### src/rtl/lfdd_pkg.sv
// Shared widths, constants, register codes and handshake structs for the line-follow drive.
package lfdd_pkg;

	// fixed field widths
	localparam int BASE_W     = 8;
	localparam int GAIN_W     = 12;
	localparam int KP_W       = 10;
	localparam int LIM_W      = 8;
	localparam int PER_W      = 16;
	localparam int COUNT_W    = 16;
	localparam int HEAD_W     = 17;
	localparam int DUTY_W     = 8;
	localparam int ERR_W      = 24;
	localparam int SUM_W      = 32;
	localparam int CFG_IDX_W  = 3;
	localparam int CFG_DATA_W = 16;

	// x/3 for 16-bit x: (x * 43691) >> 17, exact
	localparam int              DIV3_M_W = 17;
	localparam logic [16:0]     DIV3_MUL = 17'd43691;
	localparam int              DIV3_SH  = 17;

	// x/100 for 16-bit x: (x * 83887) >> 23, exact
	localparam int              DIV100_M_W = 17;
	localparam logic [16:0]     DIV100_MUL = 17'd83887;
	localparam int              DIV100_SH  = 23;
	localparam int              P100_W     = 10;

	// register reset values
	localparam logic [BASE_W-1:0] BASE_RST = 8'd20;
	localparam logic [GAIN_W-1:0] GAIN_RST = 12'd870;
	localparam logic [KP_W-1:0]   KP_RST   = 10'd230;
	localparam logic [LIM_W-1:0]  LIM_RST  = 8'd200;
	localparam logic [PER_W-1:0]  PER_RST  = 16'd2500;

	typedef enum logic [CFG_IDX_W-1:0] {
		REG_BASE_SPEED  = 3'd0,
		REG_STEER_GAIN  = 3'd1,
		REG_SPEED_KP    = 3'd2,
		REG_DRIVE_LIMIT = 3'd3,
		REG_PWM_PERIOD  = 3'd4
	} cfg_reg_t;

	// start / release of a sub-unit
	typedef struct packed {
		logic start;
		logic take;
	} unit_ctrl_t;

	// one wheel's result
	typedef struct packed {
		logic              forward;
		logic [DUTY_W-1:0] duty;
		logic [PER_W-1:0]  compare;
	} wheel_res_t;

endpackage

### src/rtl/line_follow_differential_drive.sv
// Top level: config registers, steering unit, two wheel lanes and the merging output register.
//
//  channel | signals                                            | dir | beat when
//  --------+----------------------------------------------------+-----+---------------------
//  in      | in_valid, in_stall, line_sensors, left_count,      | in  | in_valid & !in_stall
//          | right_count, heading_bias, use_heading             |     |
//  out     | out_valid, out_stall, left_/right_forward,         | out | out_valid & !out_stall
//          | left_/right_duty, left_/right_compare, line_lost   |     |
//  cfg     | cfg_wr_en, cfg_index, cfg_data                     | in  | cfg_wr_en
//
// One beat in flight; the sensor scan and the bit-serial centroid divider set the cycle count.
// Centroid mode: sensor scan, gain multiply, PM_W-bit bit-serial divide, target, hand-over,
// the lane steps (div3, error, multiply, accumulate, duty, compare) and the merge into the
// output register. Heading mode skips the scan, multiply and divide.
// Async reset clears config to defaults and both loop states to zero. An input beat is taken
// while a result waits at the output; a finished result that cannot enter it holds the lanes.
module line_follow_differential_drive
	import lfdd_pkg::*;
#(
	parameter int SENSOR_COUNT = 8,
	parameter int FRAC_BITS    = 8
) (
	input  logic                     clk,
	input  logic                     arst_n,
	// input channel
	input  logic                     in_valid,
	output logic                     in_stall,
	input  logic [SENSOR_COUNT-1:0]  line_sensors,
	input  logic signed [COUNT_W-1:0] left_count,
	input  logic signed [COUNT_W-1:0] right_count,
	input  logic signed [HEAD_W-1:0] heading_bias,
	input  logic                     use_heading,
	// output channel
	output logic                     out_valid,
	input  logic                     out_stall,
	output logic                     left_forward,
	output logic [DUTY_W-1:0]        left_duty,
	output logic [PER_W-1:0]         left_compare,
	output logic                     right_forward,
	output logic [DUTY_W-1:0]        right_duty,
	output logic [PER_W-1:0]         right_compare,
	output logic                     line_lost,
	// config
	input  logic                     cfg_wr_en,
	input  logic [CFG_IDX_W-1:0]     cfg_index,
	input  logic [CFG_DATA_W-1:0]    cfg_data
);

	// centroid arithmetic widths
	localparam int IDX_W  = $clog2(SENSOR_COUNT);
	localparam int MAG_W  = $clog2(SENSOR_COUNT * SENSOR_COUNT / 4 + 1);
	localparam int WS_W   = ((MAG_W > IDX_W + 1) ? MAG_W : IDX_W + 1) + 1;
	localparam int PM_W   = WS_W - 1 + GAIN_W;
	localparam int BIAS_W = ((PM_W > HEAD_W) ? PM_W : HEAD_W) + 1;
	localparam int BFX_W  = BASE_W + FRAC_BITS + 1;
	localparam int TGT_W  = ((BIAS_W > BFX_W) ? BIAS_W : BFX_W) + 1;

	typedef enum logic [1:0] {
		T_IDLE, T_STEER, T_WHEEL
	} st_t;

	st_t                      state_q;
	logic [BASE_W-1:0]        base_q;
	logic [GAIN_W-1:0]        gain_q;
	logic [KP_W-1:0]          kp_q;
	logic [LIM_W-1:0]         lim_q;
	logic [PER_W-1:0]         per_q;
	logic signed [COUNT_W-1:0] lcount_q;
	logic signed [COUNT_W-1:0] rcount_q;

	logic                     out_valid_q;
	wheel_res_t               lres_q;
	wheel_res_t               rres_q;
	logic                     lost_q;

	unit_ctrl_t               steer_ctrl;
	unit_ctrl_t               lane_ctrl;
	logic                     steer_done;
	logic signed [TGT_W-1:0]  target_l;
	logic signed [TGT_W-1:0]  target_r;
	logic                     steer_lost;
	logic                     l_done;
	logic                     r_done;
	wheel_res_t               l_res;
	wheel_res_t               r_res;

	logic                     accept;
	logic                     lanes_go;
	logic                     merge;

	assign in_stall = (state_q != T_IDLE);
	assign accept   = in_valid & ~in_stall;
	assign lanes_go = (state_q == T_STEER) & steer_done;
	// merge both lanes once the output register is free or being emptied
	assign merge    = (state_q == T_WHEEL) & l_done & r_done & (~out_valid_q | ~out_stall);

	assign steer_ctrl = '{start: accept, take: lanes_go};
	assign lane_ctrl  = '{start: lanes_go, take: merge};

	// config registers, written straight from the port at the write edge
	always_ff @(posedge clk or negedge arst_n) begin
		if (!arst_n) begin
			base_q <= BASE_RST;
			gain_q <= GAIN_RST;
			kp_q   <= KP_RST;
			lim_q  <= LIM_RST;
			per_q  <= PER_RST;
		end else if (cfg_wr_en) begin
			unique case (cfg_index)
				REG_BASE_SPEED:  base_q <= cfg_data[BASE_W-1:0];
				REG_STEER_GAIN:  gain_q <= cfg_data[GAIN_W-1:0];
				REG_SPEED_KP:    kp_q   <= cfg_data[KP_W-1:0];
				REG_DRIVE_LIMIT: lim_q  <= cfg_data[LIM_W-1:0];
				REG_PWM_PERIOD:  per_q  <= cfg_data[PER_W-1:0];
				default: ;
			endcase
		end
	end

	// sequencer and output register
	always_ff @(posedge clk or negedge arst_n) begin
		if (!arst_n) begin
			state_q     <= T_IDLE;
			lcount_q    <= '0;
			rcount_q    <= '0;
			out_valid_q <= 1'b0;
			lres_q      <= '0;
			rres_q      <= '0;
			lost_q      <= 1'b0;
		end else begin
			unique case (state_q)
				T_IDLE: begin
					if (accept) begin
						lcount_q <= left_count;
						rcount_q <= right_count;
						state_q  <= T_STEER;
					end
				end
				T_STEER: begin
					if (lanes_go) begin
						state_q <= T_WHEEL;
					end
				end
				T_WHEEL: begin
					if (merge) begin
						state_q <= T_IDLE;
					end
				end
				default: state_q <= T_IDLE;
			endcase

			if (merge) begin
				out_valid_q <= 1'b1;
				lres_q      <= l_res;
				rres_q      <= r_res;
				lost_q      <= steer_lost;
			end else if (!out_stall) begin
				out_valid_q <= 1'b0;
			end
		end
	end

	lfdd_steer #(
		.SENSOR_COUNT (SENSOR_COUNT),
		.FRAC_BITS    (FRAC_BITS),
		.WS_W         (WS_W),
		.TGT_W        (TGT_W)
	) u_steer (
		.clk         (clk),
		.arst_n      (arst_n),
		.ctrl        (steer_ctrl),
		.sensors     (line_sensors),
		.heading     (heading_bias),
		.use_heading (use_heading),
		.base        (base_q),
		.gain        (gain_q),
		.done        (steer_done),
		.target_l    (target_l),
		.target_r    (target_r),
		.lost        (steer_lost)
	);

	lfdd_wheel #(
		.FRAC_BITS (FRAC_BITS),
		.TGT_W     (TGT_W)
	) u_wheel_l (
		.clk    (clk),
		.arst_n (arst_n),
		.ctrl   (lane_ctrl),
		.target (target_l),
		.count  (lcount_q),
		.kp     (kp_q),
		.lim    (lim_q),
		.period (per_q),
		.done   (l_done),
		.res    (l_res)
	);

	lfdd_wheel #(
		.FRAC_BITS (FRAC_BITS),
		.TGT_W     (TGT_W)
	) u_wheel_r (
		.clk    (clk),
		.arst_n (arst_n),
		.ctrl   (lane_ctrl),
		.target (target_r),
		.count  (rcount_q),
		.kp     (kp_q),
		.lim    (lim_q),
		.period (per_q),
		.done   (r_done),
		.res    (r_res)
	);

	assign out_valid     = out_valid_q;
	assign left_forward  = lres_q.forward;
	assign left_duty     = lres_q.duty;
	assign left_compare  = lres_q.compare;
	assign right_forward = rres_q.forward;
	assign right_duty    = rres_q.duty;
	assign right_compare = rres_q.compare;
	assign line_lost     = lost_q;

endmodule

### src/rtl/lfdd_steer.sv
// Steering unit: sensor centroid scan, gain multiply, bit-serial divide (or heading bias), wheel targets.
module lfdd_steer
	import lfdd_pkg::*;
#(
	parameter int SENSOR_COUNT = 8,
	parameter int FRAC_BITS    = 8,
	parameter int WS_W         = 6,
	parameter int TGT_W        = 19
) (
	input  logic                     clk,
	input  logic                     arst_n,
	input  unit_ctrl_t               ctrl,
	input  logic [SENSOR_COUNT-1:0]  sensors,
	input  logic signed [HEAD_W-1:0] heading,
	input  logic                     use_heading,
	input  logic [BASE_W-1:0]        base,
	input  logic [GAIN_W-1:0]        gain,
	output logic                     done,
	output logic signed [TGT_W-1:0]  target_l,
	output logic signed [TGT_W-1:0]  target_r,
	output logic                     lost
);

	localparam int IDX_W  = $clog2(SENSOR_COUNT);
	localparam int CNT_W  = $clog2(SENSOR_COUNT + 1);
	localparam int PM_W   = WS_W - 1 + GAIN_W;
	localparam int BIAS_W = ((PM_W > HEAD_W) ? PM_W : HEAD_W) + 1;
	localparam int DC_W   = $clog2(PM_W);
	localparam int BFX_W  = BASE_W + FRAC_BITS + 1;

	typedef enum logic [2:0] {
		S_IDLE, S_SCAN, S_MUL, S_DIV, S_FIN, S_DONE
	} st_t;

	st_t                      state_q;
	logic [SENSOR_COUNT-1:0]  sens_q;
	logic signed [HEAD_W-1:0] head_q;
	logic                     use_q;
	logic [IDX_W-1:0]         idx_q;
	logic signed [WS_W-1:0]   wsum_q;
	logic [CNT_W-1:0]         cnt_q;
	logic                     neg_q;
	logic [PM_W-1:0]          quo_q;
	logic [CNT_W-1:0]         rem_q;
	logic [DC_W-1:0]          dc_q;
	logic signed [TGT_W-1:0]  tl_q;
	logic signed [TGT_W-1:0]  tr_q;
	logic                     lost_q;

	logic signed [WS_W-1:0]   weight;
	logic signed [WS_W-1:0]   wneg;
	logic [WS_W-2:0]          wabs;
	logic [PM_W-1:0]          pm;
	logic [CNT_W:0]           rtrial;
	logic [CNT_W:0]           rsub;
	logic                     ge;
	logic signed [BIAS_W-1:0] mag_ext;
	logic signed [BIAS_W-1:0] bias;
	logic signed [BFX_W-1:0]  base_fx;

	always_comb begin
		// sensor i weighs 2i-(N-1)
		weight  = WS_W'($signed({1'b0, idx_q, 1'b0})) - WS_W'(SENSOR_COUNT - 1);
		wneg    = -wsum_q;
		wabs    = wsum_q[WS_W-1] ? wneg[WS_W-2:0] : wsum_q[WS_W-2:0];
		pm      = {{GAIN_W{1'b0}}, wabs} * {{(WS_W-1){1'b0}}, gain};
		rtrial  = {rem_q, quo_q[PM_W-1]};
		ge      = (rtrial >= {1'b0, cnt_q});
		rsub    = rtrial - {1'b0, cnt_q};
		mag_ext = $signed({{(BIAS_W-PM_W){1'b0}}, quo_q});
		if (use_q) begin
			bias = BIAS_W'(head_q);
		end else if (cnt_q == '0) begin
			bias = '0;
		end else begin
			bias = neg_q ? -mag_ext : mag_ext;
		end
		base_fx = $signed({1'b0, base, {FRAC_BITS{1'b0}}});
	end

	always_ff @(posedge clk or negedge arst_n) begin
		if (!arst_n) begin
			state_q <= S_IDLE;
			sens_q  <= '0;
			head_q  <= '0;
			use_q   <= 1'b0;
			idx_q   <= '0;
			wsum_q  <= '0;
			cnt_q   <= '0;
			neg_q   <= 1'b0;
			quo_q   <= '0;
			rem_q   <= '0;
			dc_q    <= '0;
			tl_q    <= '0;
			tr_q    <= '0;
			lost_q  <= 1'b0;
		end else begin
			unique case (state_q)
				S_IDLE: begin
					if (ctrl.start) begin
						sens_q  <= sensors;
						head_q  <= heading;
						use_q   <= use_heading;
						idx_q   <= '0;
						wsum_q  <= '0;
						cnt_q   <= '0;
						state_q <= use_heading ? S_FIN : S_SCAN;
					end
				end
				S_SCAN: begin
					if (sens_q[idx_q]) begin
						wsum_q <= wsum_q + weight;
						cnt_q  <= cnt_q + 1'b1;
					end
					if (idx_q == IDX_W'(SENSOR_COUNT - 1)) begin
						state_q <= S_MUL;
					end else begin
						idx_q <= idx_q + 1'b1;
					end
				end
				S_MUL: begin
					// bias = -(wsum*gain)/cnt: sign opposite to the centroid
					quo_q   <= pm;
					neg_q   <= ~wsum_q[WS_W-1];
					rem_q   <= '0;
					dc_q    <= '0;
					state_q <= (cnt_q == '0) ? S_FIN : S_DIV;
				end
				S_DIV: begin
					quo_q <= {quo_q[PM_W-2:0], ge};
					rem_q <= ge ? rsub[CNT_W-1:0] : rtrial[CNT_W-1:0];
					if (dc_q == DC_W'(PM_W - 1)) begin
						state_q <= S_FIN;
					end else begin
						dc_q <= dc_q + 1'b1;
					end
				end
				S_FIN: begin
					tl_q    <= TGT_W'(base_fx) + TGT_W'(bias);
					tr_q    <= TGT_W'(base_fx) - TGT_W'(bias);
					lost_q  <= ~use_q & (cnt_q == '0);
					state_q <= S_DONE;
				end
				S_DONE: begin
					if (ctrl.take) begin
						state_q <= S_IDLE;
					end
				end
				default: state_q <= S_IDLE;
			endcase
		end
	end

	assign done     = (state_q == S_DONE);
	assign target_l = tl_q;
	assign target_r = tr_q;
	assign lost     = lost_q;

endmodule

### src/rtl/lfdd_wheel.sv
// Wheel lane: speed from count, incremental P loop, clamp, duty and timer compare.
module lfdd_wheel
	import lfdd_pkg::*;
#(
	parameter int FRAC_BITS = 8,
	parameter int TGT_W     = 19
) (
	input  logic                      clk,
	input  logic                      arst_n,
	input  unit_ctrl_t                ctrl,
	input  logic signed [TGT_W-1:0]   target,
	input  logic signed [COUNT_W-1:0] count,
	input  logic [KP_W-1:0]           kp,
	input  logic [LIM_W-1:0]          lim,
	input  logic [PER_W-1:0]          period,
	output logic                      done,
	output wheel_res_t                res
);

	localparam int SPD_W = COUNT_W + FRAC_BITS;
	localparam int DA_W  = (TGT_W > SPD_W + 1) ? TGT_W : SPD_W + 1;
	localparam int DIF_W = ((DA_W > ERR_W) ? DA_W : ERR_W) + 1;
	localparam int PRD_W = ERR_W + 1 + KP_W + 1;
	localparam int ACC_W = PRD_W + 1;
	localparam int PD_W  = P100_W + DUTY_W;
	localparam logic [FRAC_BITS-1:0] THIRD1 = FRAC_BITS'((1 << FRAC_BITS) / 3);
	localparam logic [FRAC_BITS-1:0] THIRD2 = FRAC_BITS'((2 << FRAC_BITS) / 3);
	localparam logic signed [DIF_W-1:0] EMAX = DIF_W'({1'b0, {(ERR_W-1){1'b1}}});
	localparam logic signed [DIF_W-1:0] EMIN = ~EMAX;
	localparam logic signed [ACC_W-1:0] SMAX = ACC_W'({1'b0, {(SUM_W-1){1'b1}}});
	localparam logic signed [ACC_W-1:0] SMIN = ~SMAX;
	localparam logic signed [PRD_W-1:0] RND  = PRD_W'({FRAC_BITS{1'b1}});

	typedef enum logic [2:0] {
		L_IDLE, L_DIV3, L_ERR, L_MUL, L_ACC, L_DUTY, L_CMP, L_DONE
	} st_t;

	st_t                      state_q;
	logic [COUNT_W-1:0]       q_q;
	logic [P100_W-1:0]        p100_q;
	logic signed [ERR_W-1:0]  err_q;
	logic signed [ERR_W-1:0]  prev_q;
	logic signed [PRD_W-1:0]  prod_q;
	logic signed [SUM_W-1:0]  sum_q;
	wheel_res_t               res_q;

	logic [COUNT_W-1:0]                 a_mag;
	logic [COUNT_W+DIV3_M_W-1:0]        q3_full;
	logic [PER_W+DIV100_M_W-1:0]        p100_full;
	logic [COUNT_W-1:0]                 r_full;
	logic [FRAC_BITS-1:0]               frac;
	logic signed [SPD_W:0]              spd;
	logic signed [DIF_W-1:0]            diff;
	logic signed [ERR_W-1:0]            err_sat;
	logic signed [ERR_W:0]              de;
	logic signed [PRD_W-1:0]            prod;
	logic signed [PRD_W-1:0]            inc;
	logic signed [ACC_W-1:0]            acc;
	logic signed [SUM_W-1:0]            sum_sat;
	logic [SUM_W-1:0]                   smag;
	logic [SUM_W-1:0]                   shr;
	logic [DUTY_W-1:0]                  duty;
	logic [PD_W-1:0]                    pd;
	logic [PER_W-1:0]                   cmp;

	always_comb begin
		a_mag     = count[COUNT_W-1] ? (-count) : count;
		q3_full   = {{DIV3_M_W{1'b0}}, a_mag} * {{COUNT_W{1'b0}}, DIV3_MUL};
		p100_full = {{DIV100_M_W{1'b0}}, period} * {{PER_W{1'b0}}, DIV100_MUL};

		// speed = count*ONE/3 = q*ONE + (r*ONE)/3 on the magnitude
		r_full = a_mag - (q_q + {q_q[COUNT_W-2:0], 1'b0});
		case (r_full[1:0])
			2'd1:    frac = THIRD1;
			2'd2:    frac = THIRD2;
			default: frac = '0;
		endcase
		spd  = count[COUNT_W-1] ? -$signed({1'b0, q_q, frac}) : $signed({1'b0, q_q, frac});
		diff = DIF_W'(target) - DIF_W'(spd);
		if (diff > EMAX) begin
			err_sat = EMAX[ERR_W-1:0];
		end else if (diff < EMIN) begin
			err_sat = EMIN[ERR_W-1:0];
		end else begin
			err_sat = diff[ERR_W-1:0];
		end

		de   = (ERR_W+1)'(err_q) - (ERR_W+1)'(prev_q);
		prod = $signed({1'b0, kp}) * de;

		// divide by ONE toward zero
		inc = (prod_q[PRD_W-1] ? (prod_q + RND) : prod_q) >>> FRAC_BITS;
		acc = ACC_W'(sum_q) + ACC_W'(inc);
		if (acc > SMAX) begin
			sum_sat = SMAX[SUM_W-1:0];
		end else if (acc < SMIN) begin
			sum_sat = SMIN[SUM_W-1:0];
		end else begin
			sum_sat = acc[SUM_W-1:0];
		end

		// |clamp(sum)|/ONE == min(|sum|/ONE, limit)
		smag = sum_q[SUM_W-1] ? (-sum_q) : sum_q;
		shr  = smag >> FRAC_BITS;
		duty = (shr > SUM_W'(lim)) ? lim : shr[DUTY_W-1:0];

		pd = {{DUTY_W{1'b0}}, p100_q} * {{P100_W{1'b0}}, res_q.duty};
		if (PD_W'(period) >= pd) begin
			cmp = period - pd[PER_W-1:0];
		end else begin
			cmp = '0;
		end
	end

	always_ff @(posedge clk or negedge arst_n) begin
		if (!arst_n) begin
			state_q <= L_IDLE;
			q_q     <= '0;
			p100_q  <= '0;
			err_q   <= '0;
			prev_q  <= '0;
			prod_q  <= '0;
			sum_q   <= '0;
			res_q   <= '0;
		end else begin
			unique case (state_q)
				L_IDLE: begin
					if (ctrl.start) begin
						state_q <= L_DIV3;
					end
				end
				L_DIV3: begin
					q_q     <= q3_full[DIV3_SH +: COUNT_W];
					p100_q  <= p100_full[DIV100_SH +: P100_W];
					state_q <= L_ERR;
				end
				L_ERR: begin
					err_q   <= err_sat;
					state_q <= L_MUL;
				end
				L_MUL: begin
					prod_q  <= prod;
					state_q <= L_ACC;
				end
				L_ACC: begin
					sum_q   <= sum_sat;
					prev_q  <= err_q;
					state_q <= L_DUTY;
				end
				L_DUTY: begin
					res_q.duty    <= duty;
					res_q.forward <= ~sum_q[SUM_W-1] & (duty != '0);
					state_q       <= L_CMP;
				end
				L_CMP: begin
					res_q.compare <= cmp;
					state_q       <= L_DONE;
				end
				L_DONE: begin
					if (ctrl.take) begin
						state_q <= L_IDLE;
					end
				end
				default: state_q <= L_IDLE;
			endcase
		end
	end

	assign done = (state_q == L_DONE);
	assign res  = res_q;

endmodule
### config.mk
export PLATFORM = sky130hd
export DESIGN_NAME = line_follow_differential_drive
export DESIGN_NICKNAME = d
export VERILOG_FILES = /design/src/rtl/lfdd_pkg.sv /design/src/rtl/line_follow_differential_drive.sv /design/src/rtl/lfdd_steer.sv /design/src/rtl/lfdd_wheel.sv
export SDC_FILE = /design/constraint.sdc
export NUM_CORES = 2
export LEC_CHECK = 0
export BUFFER_PORTS_ARGS = -buffer_cell sky130_fd_sc_hd__buf_4
export CORE_MARGIN = 4
export CORE_UTILIZATION = 50
export DETAILED_ROUTE_END_ITERATION = 16
export PLACE_DENSITY = 0.68
export SLEW_MARGIN = 20
export SYNTH_ARGS = -nofsm -noshare
export SYNTH_HDL_FRONTEND = slang
export SYNTH_SLANG_ARGS = --single-unit
### constraint.sdc
create_clock -name clk -period 16.8 [get_ports clk]
set_input_delay 2.52 -clock clk [delete_from_list [all_inputs] [get_ports clk]]
set_output_delay 2.52 -clock clk [all_outputs]
set_load 0.02 [all_outputs]
==> results.md <==
* DRC viols at 0
* Fin Setup TNS at 0 ps
* Die extent in y at roughly 400 µm
* DR WL met2 at 87400 µm
* Iter 0 DRT Violations at between 3000 and 4000
* Via count of the first global-routing pass at slightly below 60000
* Share of the synthesized netlist area taken by xor and xnor gates at 0.0543
* Worst-margin pin slew at 1100 ps
* Leading cell type in the layout, fill and taps excluded: inv_1
* Share of cell area taken by muxes after synthesis at 0.0235
* Area of the die at 157000 µm²
* Met1 wire length at 86100 µm
* Area added between synthesis and finish at 7.25%
* Drt pass-1 iters at 6
* # Post-CTS Setup Buffers at 0
* Fraction of the mapped netlist area in compound gates at 0.124
* GPL Wtd Cong at 0.923
* Level count of the clock H-tree at 3
* Fraction of synthesized cell area taken by the top area cell type at 0.221
* Most frequent cells in the layout: inv_1 (1221), nand2_1 (1149), ha_1 (909)
* Number of diodes at 0
* Cell occurring most often along the worst timing path: fa_1
* Pins over their slew limit at 0
* Required time of the critical path at around 17000 ps
* Resize count post-CTS at 0
* Met3 WL at 10300 µm
* Post-DP HPWL at 150000 µm
* Post-Syn Instances at ~8400
* Yosys top cell by area: fa_1
* Nets at 10200
* Hold Buf Count CTS at 0
* CTS Sinks at between 500 and 600
* Yosys cell types at 86
* Crit path buf inv count at 5
* Kind of cell adding the most delay to the critical path: adder cells
* Result of the run: complete, no violations
* Arrival time of data at the critical path endpoint at 9740 ps
* Fill cell total of the finished layout at 13700
* Yosys warning total at 0
* Sequential cell area fraction in the yosys report at 0.194
* Hold Worst Slack at 474 ps
* Dominant combinational cell family by area after synthesis: adder cells
* PortBufs at 134
* Core Area at 150000 µm²
* Type of the worst setup path: register to register
* First-pass GRT wire length at 313000 µm
* Slowest library cell on the worst path: o41ai_1
* Leading cell types by total area after synthesis: fa_1 (22%), dfrtp_1 (19%), ha_1 (15%)
* Crit. End Element: register
* CTS root buffer: clkbuf_16
* Initial Utilization at 0.503
* Number of maximum-capacitance violations at 0
* Clock tree from TritonCTS: built
* Headroom to the max-slew limit at 0.267
* Detailed-route via count at 57900
* Cell Area, Synth at about 75000 µm²
* Final Hold Violating Endpoints at 0
* Leading register cell type out of synthesis: dfrtp_1
* Post-synthesis share of cell area spent on and, or, nand and nor gates at 0.156
* Post-synth ARST share at 1.00
* Reg clk slew, reported paths at 60 ps
* Count of endpoints failing setup in the final report at 0
* CP max stage delay at 640 ps
* Post-route antenna net violation count at 0
* Register area at 14700 µm²
* Routed WL per cell at 18.0 µm
* Mean area per synthesized cell at 8.97 µm²
* Number of antenna violations at the first check in global routing at 3
* Remaining Overflow, GRT at 0
* Setup repair after global routing missed its margin: no
* Flop and latch count out of synthesis at 585
* Global-route usage over all layers at 0.243
* Top achievable clock speed at ~0.11 GHz
* Clock insertion delay at the later pin of the skew report at 680 ps
* Max Fanout on Critical Path at 10
* Cts bufs inserted at 73
* Proportion of layout cells with a drive suffix above 1 at 0.0595
* Synth Area in Adders at 0.372
* Via/cell ratio at 5.53
* Type of element launching the critical path: register
* Total Wirelength at 189000 µm
* X dimension of the die at approximately 400 µm
* Final critical-path required period at 9190 ps
* Tcrit/Tclk final at 0.547
* Pin count of the biggest net entering global routing at 138
* Uppermost layer routed: met5
* Maximum clock skew at final layout at 29.8 ps
* Clock buffer depth at 3
* Number of flops mapped to enable cells by yosys at 0
* Area of the multi-input gates at 55200 µm²
* Min-Delay Path Class: register to register
* Post-Syn Nets at 10200
* Cell Rows at 142
* Top-Level Pins at 135
[state kept, by name (all words and copies together) (netlist names), 17 cells and up]
signal	cells
u_wheel_l.err_q	24
u_steer.quo_q	17
u_wheel_l.res	25
u_steer.head_q	17
u_wheel_l.prev_q	24
u_wheel_l.prod_q	36
u_wheel_r.res	25
u_wheel_r.prod_q	36
u_steer.target_r	19
u_wheel_l.sum_q	32
u_steer.target_l	18
u_wheel_r.sum_q	32
u_wheel_r.prev_q	24
u_wheel_r.err_q	24
[per-layer routing]
metal  up-vias  global-route usage
met5         -                   0
met4         4              0.0576
met3       266              0.0422
met2      1250               0.399
met1     28700               0.336
li1      27700                   -
[logic make-up (layout without fill, tap and decap cells)]
logic type	count (synthesis)	after routing
AO/OA/AOI/OAI	1481	1481
XOR/XNOR	468	468
adder cells (fa/ha/maj)	1748	1748
buffers and inverters	1495	1540
flip-flops	585	585
multiplexers	161	161
AND/OR/NAND/NOR	2473	2473
[worst reg2reg max path, delay by kind of cell, from the launching register on]
family | cells | cell delay (ps)
buffers and inverters | 5 | 280
AOI/OAI and AO/OA | 11 | 3300
adders and majority gates | 8 | 3430
xor gates and xnor gates | 1 | 430
and+or+nand+nor | 8 | 1260
DFF | 1 | 380
[cells in the mapped netlist, types with 39 or more instances]
| cell | instances |
|---|---|
| a21o_1 | 142 |
| a21oi_1 | 376 |
| a221o_1 | 41 |
| a31oi_1 | 39 |
| and2_1 | 322 |
| and3_1 | 51 |
| clkbuf_1 | 256 |
| dfrtp_1 | 564 |
| fa_1 | 832 |
| ha_1 | 909 |
| inv_1 | 1221 |
| mux2_2 | 107 |
| mux2i_1 | 51 |
| nand2_1 | 1150 |
| nand2b_1 | 80 |
| nand3_1 | 110 |
| nand4_1 | 51 |
| nor2_1 | 305 |
| nor2b_1 | 116 |
| nor3_1 | 81 |
| o21a_1 | 51 |
| o21ai_0 | 444 |
| o31ai_1 | 48 |
| or3_1 | 47 |
| xnor2_1 | 295 |
| xor2_1 | 173 |
[through the flow]
stage | instance area [µm²] | setup WS (ps) | instances | utilization
CTS | 80900 | 7750 | 10500 | 0.539
finish | 80900 | 7610 | 10500 | 0.540
detailed placement | 78400 | 7790 | 10300 | 0.523
floorplan | 75400 | 8970 | 8411 | -
global route | 80900 | 7050 | 10500 | 0.540
global placement | 78400 | 8120 | 10300 | 0.523
[cell type report]
class	instances	share of cell area
clock buffer	100	0.0253
timing repair buffer	187	0.0176
tap	2016	0.0312
inverter	1221	0.0567
sequential	585	0.181
clock inverter	32	0.00526
multi-input combinational	6331	0.683
[final timing paths]
path,start,end,slack [ps],cells after the start
max,u_wheel_r.err_q[0],u_wheel_r.prod_q[33],7610,33
min,u_wheel_l.prod_q[0],u_wheel_l.prod_q[0],470,2
max reg2reg,u_wheel_r.err_q[0],u_wheel_r.prod_q[33],7610,33
min reg2reg,u_wheel_l.prod_q[0],u_wheel_l.prod_q[0],470,2
max in group asynchronous,arst_n,u_wheel_r.prev_q[2],12970,3
min in group asynchronous,arst_n,u_wheel_l.res[9],1810,1
Power is not shown: default switching activity piles up to over one toggle a cycle in this logic, so the estimate is an artifact.
